$ cat src/rtl/core/tepq_pkg.sv
// Package for the timer expiry priority queue.
// It holds the item and result structs, the result kinds, the state type and
// the command and status structs. It has no dependencies.
`timescale 1ns / 1ps
package tepq_pkg;

    localparam int MODE_W = 2;
    localparam int HANDLE_W = 10;
    localparam int TIMEOUT_W = 20;
    localparam int NOW_W = 24;
    localparam int DEADLINE_W = 25;
    localparam int KIND_W = 3;

    typedef enum logic [MODE_W-1:0] {
        MODE_ADD    = 2'd0,
        MODE_CANCEL = 2'd1,
        MODE_EXPIRE = 2'd2,
        MODE_NONE   = 2'd3
    } t_mode;

    typedef enum logic [KIND_W-1:0] {
        KIND_ADDED       = 3'd0,
        KIND_FULL        = 3'd1,
        KIND_CANCEL_HIT  = 3'd2,
        KIND_CLOSE       = 3'd3,
        KIND_DONE        = 3'd4,
        KIND_CANCEL_MISS = 3'd5
    } t_kind;

    typedef struct packed {
        logic [MODE_W-1:0]    mode;
        logic [HANDLE_W-1:0]  conn_handle;
        logic [TIMEOUT_W-1:0] timeout_ms;
        logic [NOW_W-1:0]     now_ms;
    } t_item;

    typedef struct packed {
        logic [KIND_W-1:0]   kind;
        logic [HANDLE_W-1:0] out_handle;
        logic                last;
    } t_result;

    typedef enum logic {
        ST_IDLE = 1'b0,
        ST_EXEC = 1'b1
    } t_state;

    // Handle source of a result.
    typedef enum logic [1:0] {
        HSEL_ITEM  = 2'd0,
        HSEL_FRONT = 2'd1,
        HSEL_ZERO  = 2'd2
    } t_hsel;

    typedef struct packed {
        logic  load;
        logic  add;
        logic  cancel;
        logic  pop;
        logic  emit;
        t_kind kind;
        t_hsel hsel;
        logic  last;
    } t_cmd;

    typedef struct packed {
        t_mode mode;
        logic  full;
        logic  empty;
        logic  front_del;
        logic  front_due;
        logic  hit;
    } t_stat;

endpackage

$ cat src/rtl/core/timer_expiry_priority_queue.sv
// Top level of the timer expiry priority queue.
// It joins tepq_ctrl and tepq_datapath and registers the results; depends on tepq_pkg.
`timescale 1ns / 1ps
// Deadline-ordered timer queue with lazy deletion. A transaction is taken when
// i_start is high and o_busy is low. Add and cancel latch the item, then update
// the cell chain. An expiry latches the item, then pops entries one per cycle
// from the front cell, then gives its done result.
// Each result is shown on o_result with o_strobe high for one cycle; the receiver
// cannot stall it, and the last result of a transaction has last set.
module timer_expiry_priority_queue #(
    parameter int QUEUE_DEPTH = 32,
    parameter int HANDLE_BITS = 10
) (
    input  logic              i_clk,
    input  logic              i_rst_n,
    input  logic              i_start,
    input  tepq_pkg::t_item   i_item,
    output logic              o_busy,
    output logic              o_strobe,
    output tepq_pkg::t_result o_result
);
    import tepq_pkg::*;

    t_cmd    cmd;
    t_stat   stat;
    t_result res;

    tepq_ctrl u_ctrl (
        .i_clk   (i_clk),
        .i_rst_n (i_rst_n),
        .i_start (i_start),
        .i_stat  (stat),
        .o_cmd   (cmd),
        .o_busy  (o_busy)
    );

    tepq_datapath #(
        .QUEUE_DEPTH (QUEUE_DEPTH),
        .HANDLE_BITS (HANDLE_BITS)
    ) u_dp (
        .i_clk    (i_clk),
        .i_rst_n  (i_rst_n),
        .i_item   (i_item),
        .i_cmd    (cmd),
        .o_stat   (stat),
        .o_result (res)
    );

    // Output register.
    always_ff @(posedge i_clk) begin
        if (!i_rst_n) begin
            o_strobe <= 1'b0;
        end else begin
            o_strobe <= cmd.emit;
        end
        if (cmd.emit) begin
            o_result <= res;
        end
    end

    // The final result of a transaction appears once the block is free again.
    a_last_idle: assert property (@(posedge i_clk) disable iff (!i_rst_n)
        o_strobe && o_result.last |-> !o_busy)
        else $error("final result while busy");

    // Busy only starts from an accepted transaction.
    a_busy_start: assert property (@(posedge i_clk) disable iff (!i_rst_n)
        $rose(o_busy) |-> $past(i_start))
        else $error("busy without start");

    // Close results never carry the last flag.
    a_close_not_last: assert property (@(posedge i_clk) disable iff (!i_rst_n)
        o_strobe && (o_result.kind == KIND_CLOSE) |-> !o_result.last)
        else $error("close result marked last");

endmodule

$ cat src/rtl/core/tepq_ctrl.sv
// Controller of the timer expiry priority queue.
// It sequences add, cancel and expiry transactions; depends on tepq_pkg.
`timescale 1ns / 1ps
module tepq_ctrl (
    input  logic           i_clk,
    input  logic           i_rst_n,
    input  logic           i_start,
    input  tepq_pkg::t_stat i_stat,
    output tepq_pkg::t_cmd o_cmd,
    output logic           o_busy
);
    import tepq_pkg::*;

    t_state r_state, n_state;

    // State register.
    always_ff @(posedge i_clk) begin
        if (!i_rst_n) begin
            r_state <= ST_IDLE;
        end else begin
            r_state <= n_state;
        end
    end

    assign o_busy = (r_state != ST_IDLE);

    // Next state and commands.
    always_comb begin
        n_state = r_state;
        o_cmd = '0;
        o_cmd.kind = KIND_DONE;
        o_cmd.hsel = HSEL_ITEM;
        unique case (r_state)
            ST_IDLE: begin
                if (i_start) begin
                    o_cmd.load = 1'b1;
                    n_state = ST_EXEC;
                end
            end
            ST_EXEC: begin
                unique case (i_stat.mode)
                    MODE_ADD: begin
                        o_cmd.emit = 1'b1;
                        o_cmd.last = 1'b1;
                        o_cmd.add = !i_stat.full;
                        o_cmd.kind = i_stat.full ? KIND_FULL : KIND_ADDED;
                        n_state = ST_IDLE;
                    end
                    MODE_CANCEL: begin
                        o_cmd.emit = 1'b1;
                        o_cmd.last = 1'b1;
                        o_cmd.cancel = 1'b1;
                        o_cmd.kind = i_stat.hit ? KIND_CANCEL_HIT : KIND_CANCEL_MISS;
                        n_state = ST_IDLE;
                    end
                    MODE_EXPIRE: begin
                        // Pop one entry a cycle; deleted entries leave silently.
                        if (!i_stat.empty && i_stat.front_del) begin
                            o_cmd.pop = 1'b1;
                        end else if (!i_stat.empty && i_stat.front_due) begin
                            o_cmd.pop = 1'b1;
                            o_cmd.emit = 1'b1;
                            o_cmd.kind = KIND_CLOSE;
                            o_cmd.hsel = HSEL_FRONT;
                        end else begin
                            o_cmd.emit = 1'b1;
                            o_cmd.last = 1'b1;
                            o_cmd.kind = KIND_DONE;
                            o_cmd.hsel = HSEL_ZERO;
                            n_state = ST_IDLE;
                        end
                    end
                    default: begin
                        n_state = ST_IDLE;
                    end
                endcase
            end
            default: begin
                n_state = ST_IDLE;
            end
        endcase
    end

endmodule

$ cat src/rtl/core/tepq_datapath.sv
// Datapath of the timer expiry priority queue: the sorted cell chain and the
// latched item. It depends on tepq_pkg.
`timescale 1ns / 1ps
module tepq_datapath #(
    parameter int QUEUE_DEPTH = 32,
    parameter int HANDLE_BITS = 10
) (
    input  logic              i_clk,
    input  logic              i_rst_n,
    input  tepq_pkg::t_item   i_item,
    input  tepq_pkg::t_cmd    i_cmd,
    output tepq_pkg::t_stat   o_stat,
    output tepq_pkg::t_result o_result
);
    import tepq_pkg::*;

    localparam int CW = $clog2(QUEUE_DEPTH + 1);
    localparam logic [HANDLE_W-1:0] HMASK =
        (HANDLE_BITS >= HANDLE_W) ? {HANDLE_W{1'b1}} : HANDLE_W'((1 << HANDLE_BITS) - 1);

    logic [DEADLINE_W-1:0] r_dl  [QUEUE_DEPTH];
    logic [HANDLE_W-1:0]   r_hd  [QUEUE_DEPTH];
    logic                  r_del [QUEUE_DEPTH];
    logic [CW-1:0]         r_cnt;
    t_mode                 r_mode;
    logic [HANDLE_W-1:0]   r_handle;
    logic [DEADLINE_W-1:0] r_new_dl;
    logic [NOW_W-1:0]      r_now;

    logic [QUEUE_DEPTH-1:0] gt, ins, valid, match;

    // Latch the accepted transaction.
    always_ff @(posedge i_clk) begin
        if (!i_rst_n) begin
            r_mode <= MODE_NONE;
        end else if (i_cmd.load) begin
            r_mode <= t_mode'(i_item.mode);
        end
        if (i_cmd.load) begin
            r_handle <= i_item.conn_handle & HMASK;
            r_new_dl <= {1'b0, i_item.now_ms} + DEADLINE_W'(i_item.timeout_ms);
            r_now    <= i_item.now_ms;
        end
    end

    // Per-cell compare against the new deadline and the cancel handle.
    always_comb begin
        for (int i = 0; i < QUEUE_DEPTH; i++) begin
            valid[i] = (CW'(i) < r_cnt);
            gt[i]    = valid[i] && (r_dl[i] > r_new_dl);
            ins[i]   = gt[i] || (CW'(i) == r_cnt);
            match[i] = valid[i] && (r_hd[i] == r_handle) && !r_del[i];
        end
    end

    // Cell chain: insert shifts right, pop shifts left.
    always_ff @(posedge i_clk) begin
        for (int i = 0; i < QUEUE_DEPTH; i++) begin
            if (i_cmd.add) begin
                if (i > 0 && ins[(i > 0) ? i - 1 : 0]) begin
                    r_dl[i]  <= r_dl[(i > 0) ? i - 1 : 0];
                    r_hd[i]  <= r_hd[(i > 0) ? i - 1 : 0];
                    r_del[i] <= r_del[(i > 0) ? i - 1 : 0];
                end else if (ins[i]) begin
                    r_dl[i]  <= r_new_dl;
                    r_hd[i]  <= r_handle;
                    r_del[i] <= 1'b0;
                end
            end else if (i_cmd.cancel) begin
                if (match[i]) begin
                    r_del[i] <= 1'b1;
                end
            end else if (i_cmd.pop && i < QUEUE_DEPTH - 1) begin
                r_dl[i]  <= r_dl[(i < QUEUE_DEPTH - 1) ? i + 1 : i];
                r_hd[i]  <= r_hd[(i < QUEUE_DEPTH - 1) ? i + 1 : i];
                r_del[i] <= r_del[(i < QUEUE_DEPTH - 1) ? i + 1 : i];
            end
        end
    end

    // Fill count.
    always_ff @(posedge i_clk) begin
        if (!i_rst_n) begin
            r_cnt <= '0;
        end else if (i_cmd.add) begin
            r_cnt <= r_cnt + 1'b1;
        end else if (i_cmd.pop) begin
            r_cnt <= r_cnt - 1'b1;
        end
    end

    // Status to the controller.
    assign o_stat.mode      = r_mode;
    assign o_stat.full      = (r_cnt >= CW'(QUEUE_DEPTH));
    assign o_stat.empty     = (r_cnt == '0);
    assign o_stat.front_del = r_del[0];
    assign o_stat.front_due = ({1'b0, r_now} >= r_dl[0]);
    assign o_stat.hit       = |match;

    // Result fields.
    always_comb begin
        o_result.kind = i_cmd.kind;
        o_result.last = i_cmd.last;
        case (i_cmd.hsel)
            HSEL_FRONT: o_result.out_handle = r_hd[0];
            HSEL_ZERO:  o_result.out_handle = '0;
            default:    o_result.out_handle = r_handle;
        endcase
    end

endmodule
$ cat config.mk
export PLATFORM = sky130hd
export DESIGN_NAME = timer_expiry_priority_queue
export DESIGN_NICKNAME = d
export VERILOG_FILES = /design/src/rtl/core/tepq_pkg.sv /design/src/rtl/core/timer_expiry_priority_queue.sv /design/src/rtl/core/tepq_ctrl.sv /design/src/rtl/core/tepq_datapath.sv
export SDC_FILE = /design/constraint.sdc
export NUM_CORES = 2
export LEC_CHECK = 0
export ABC_AREA = 1
export BUFFER_PORTS_ARGS = -buffer_cell sky130_fd_sc_hd__buf_2
export CORE_ASPECT_RATIO = 1.75
export CORE_MARGIN = 2
export CORE_UTILIZATION = 29
export DETAILED_ROUTE_END_ITERATION = 16
export PLACE_DENSITY = 0.4
export SLEW_MARGIN = 20
export SYNTH_ARGS = -nofsm -noshare
export SYNTH_HDL_FRONTEND = slang
export SYNTH_SLANG_ARGS = --single-unit
$ cat constraint.sdc
create_clock -name i_clk -period 9.2 [get_ports i_clk]
set_clock_uncertainty 0.05 [all_clocks]
set_input_delay 1.84 -clock i_clk [delete_from_list [all_inputs] [get_ports i_clk]]
set_output_delay 1.84 -clock i_clk [all_outputs]
set_load 0.01 [all_outputs]
==> results.toml <==
[outcome]
status = "finished, final reports clean"

[setup_path]
r2r_end = "u_dp.r_dl[6][3]"
setup.worst_path.class = "register to register"
path_max_fanout = 37
r2r_setup_slack_ns = 3.41
cp_slowest_stage_delay_ns = 0.63
crit_chain = "inv_4 -> buf_4 -> ha_1 -> nand4_1 -> nor2_1 -> nand3_1 -> o22ai_1 -> inv_1 -> nand2_1 -> nand2_2 -> buf_4 -> inv_2 -> nor2_1 -> nor2_1 -> nand2_1 -> buf_4"
cp.required_ns = 9.73
slowest_stage = "inv_2"
reg2reg_from = "u_dp.r_new_dl[7]"
rr_worst_depth = 16
startpoint_type = "register"
cp-end-kind = "register"
arrival_ns = 6.32

[drt]
wl_per_cell_um = 27.64
vias_per_cell = 5.308
vias = 90087
dr.pass1.iters = 7
drt_drc_violations_left = 0
wl_um = 469000
drtIter0Drc = 8338
ant_nets = 0

[yosys]
synth_compound_area_frac = 0.05027
synth.area.top_cells = "edfxtp_1, nand2_1, ha_1"
postSynthAreaPerCell_um2 = 7.323
synth-xor-area-share = 0.01034
synth_top_family_by_area = "simple AND/OR/NAND/NOR gates"
synth.yosys.warnings = 0
synth.distinct_cells = 59
synth_seq_area_share = 0.3933
syn_nets = 13724
yosysTopAreaCellShare = 0.3912
synth_simple_gate_area_frac = 0.3471
syn-cell-area_um2 = 94030
synth_seq_cells = 1235
synthMuxAreaShare = 0
syn_inst = 12840
yosys.area.top_type = "edfxtp_1"
synth_adder_area_share = 0.1099

[clock_network]
post_cts_resized = 0
cts_htree_levels = 4
worst_skew_pair.late_latency_ns = 0.88
cts_made_buffers = 153
path_clk_slew_ns = 0.07
postCtsHoldBufs = 0
root_buffer = "clkbuf_16"
post_cts_buffers = 0
cts_tree = "built"
cts_sinks = 1235
clock_tree.buffer_depth = 4

[sta]
hold_viol_final = 0
fin_crit_sh = 0.6291
max_slew.worst_pin.slew_ns = 1.191
period_minus_slack_ns = 5.788
totalNegativeSetupSlack_ns = 0
relSlewSlack = 0.2059
maxSlewViolCount = 0
fmax_mhz = 172.8
setup_viol = 0
rsz0062_at_grt = "no"

[die]
pin_count = 75
core_area_um2 = 322900
num_rows = 276
die_w_um = 434.4
fp.dieArea_um2 = 329000
die_y_um = 757.3
start_util = 0.2912

[grt]
overflow = 0
grt_pass1_wl_um = 665800
grt_pass1_vias = 89825
grtUsageTotal = 0.2789
antenna_found_initial = 35
grt_max_degree = 189

[place]
port_buffers = 74
placed_cells = 16681
post-dp-hpwl_um = 338500
gp_congestion = 0.9847

[finish]
fin_nets = 13411
area_growth_syn_to_layout_pct = 9.621
layout-drive-gt1-share = 0.04901
fin_cells = 16971

[power]
p_sw_frac = 0.3003
p_seq_frac = 0.428
p_switching_mw = 4.345
ir_drop_uv = 137.1
combinationalPowerShare = 0.138
internal_power_mw = 10.12
leakagePower_nw = 48.12
clock_power_share = 0.434
power.density_nw_per_um2 = 140.4

[job]
drv_cap = 0

[min_path]
hold_path_depth = 2
hp-class = "register to register"
min_to = "u_dp.r_dl[30][20]"
min_from = "u_dp.r_dl[31][20]"
[metrics by stage]
| step | utilization | total power [mW] | instance area (um2) | setup slack, ns | hold WS [ns] |
|---|---|---|---|---|---|
| floorplan | - | 7.366 | 94030 | 4.454 | 0.4447 |
| global placement | 0.3041 | 8.258 | 98190 | 3.551 | 0.4536 |
| detailed placement | 0.3043 | 8.288 | 98260 | 3.510 | 0.4525 |
| CTS | 0.3190 | 14.58 | 103000 | 3.510 | 0.4674 |
| global route | 0.3192 | 14.87 | 103100 | 3.338 | 0.4811 |
| finish | 0.3192 | 14.47 | 103100 | 3.412 | 0.4687 |
[registers in the layout (all words and copies together) (netlist names)]
name           count
u_dp.r_handle     10
u_dp.r_del        32
u_dp.r_now        24
u_dp.r_new_dl     25
u_ctrl.o_busy      1
u_dp.r_dl        800
u_dp.r_hd        320
o_strobe           1
u_dp.r_mode        2
u_dp.r_cnt         6
o_result          14
[worst max-delay path: cells and delay by family, from the launching register on]
| family | cells | cell delay (ns) |
|---|---|---|
| buffers and inverters | 6 | 2.40 |
| DFF | 1 | 0.44 |
| and+or+nand+nor | 8 | 1.69 |
| adders and majority gates | 1 | 0.20 |
| AOI/OAI and AO/OA | 1 | 0.61 |
[cell type report]
cell class | count | area [um2]
diodes | 31 | 77.57
clock buffers | 181 | 3998
clock inverters | 78 | 732.0
fillers | 34893 | 219800
inverters | 1340 | 5097
multi-input cells | 9543 | 48750
flip-flops and latches | 1235 | 36990
well taps | 4309 | 5391
repair buffers | 254 | 2051
[cell usage in the layout (no fill, tap or decap), drive strengths merged, types with 181 or more instances in the layout]
cell type,netlist,layout
a21oi,437,437
buf,428,254
clkbuf,294,181
edfxtp,1225,1225
ha,824,824
inv,1335,1335
nand2,5061,5061
nand3,1468,1468
nand4,461,461
nor2,629,629
o21ai,318,318
[routing by layer]
| layer | routed length, um | GRT usage | vias up |
|---|---|---|---|
| li1 | - | - | 41679 |
| met1 | 174700 | 0.3153 | 43860 |
| met2 | 230900 | 0.4838 | 3499 |
| met3 | 25300 | 0.03593 | 1041 |
| met4 | 38130 | 0.1940 | 8 |
| met5 | 49 | 0 | - |
[worst max-delay path by stage]
stage	cells after the start	slack, ns	start	end
2_1_floorplan	13	4.45	u_dp.r_new_dl[8]	u_dp.r_dl[1][0]
3_3_place_gp	16	3.55	u_dp.r_new_dl[5]	u_dp.r_dl[6][7]
3_5_place_dp	16	3.51	u_dp.r_new_dl[7]	u_dp.r_dl[6][7]
4_1_cts	16	3.51	u_dp.r_new_dl[7]	u_dp.r_dl[6][14]
5_1_grt	16	3.34	u_dp.r_new_dl[7]	u_dp.r_dl[6][14]
6_report	16	3.41	u_dp.r_new_dl[7]	u_dp.r_dl[6][3]
[power by group through the flow]
| stage | logic, mW | registers, mW | clock network (mW) |
|---|---|---|---|
| after CTS | 1.98 | 6.20 | 6.41 |
| final | 1.99 | 6.20 | 6.28 |
| after detailed placement | 1.97 | 6.32 | 0 |
| after global routing | 2.16 | 6.20 | 6.52 |
| after global placement | 1.94 | 6.32 | 0 |
| after floorplan | 1.07 | 6.29 | 0 |
[synthesized netlist by cell type, drive strengths merged]
| cell type | number |
|---|---|
| nand2 | 5061 |
| nand3 | 1468 |
| inv | 1335 |
| edfxtp | 1225 |
| ha | 824 |
| nor2 | 629 |
| nand4 | 461 |
| a21oi | 437 |
| buf | 428 |
| o21ai | 318 |
| clkbuf | 294 |
| xnor2 | 77 |
| nor3 | 55 |
| o21a | 39 |
| xor2 | 34 |
| nand3b | 25 |
| a21o | 21 |
| o21bai | 19 |
| o22ai | 14 |
| dfxtp | 10 |
| nor3b | 10 |
| a31oi | 8 |
| a21boi | 7 |
| nor4 | 7 |
| and2 | 6 |
| o211ai | 6 |
| clkinv | 5 |
| a41oi | 4 |
| or2 | 4 |
| and3 | 2 |
| a221oi | 1 |
| a31o | 1 |
| fa | 1 |
| nor4b | 1 |
| o221a | 1 |
| o31ai | 1 |
| or3 | 1 |
[cell families (layout without fill, tap and decap cells)]
kind of cell / after synthesis / count (layout)
buffers and inverters: 2062 / 1853
other: 0 / 31
and+or+nand+nor: 7730 / 7730
AOI/OAI and AO/OA: 877 / 877
DFF: 1235 / 1235
xor gates and xnor gates: 111 / 111
adders and majority gates: 825 / 825
Note: power is estimated with default switching activity, not from simulation.
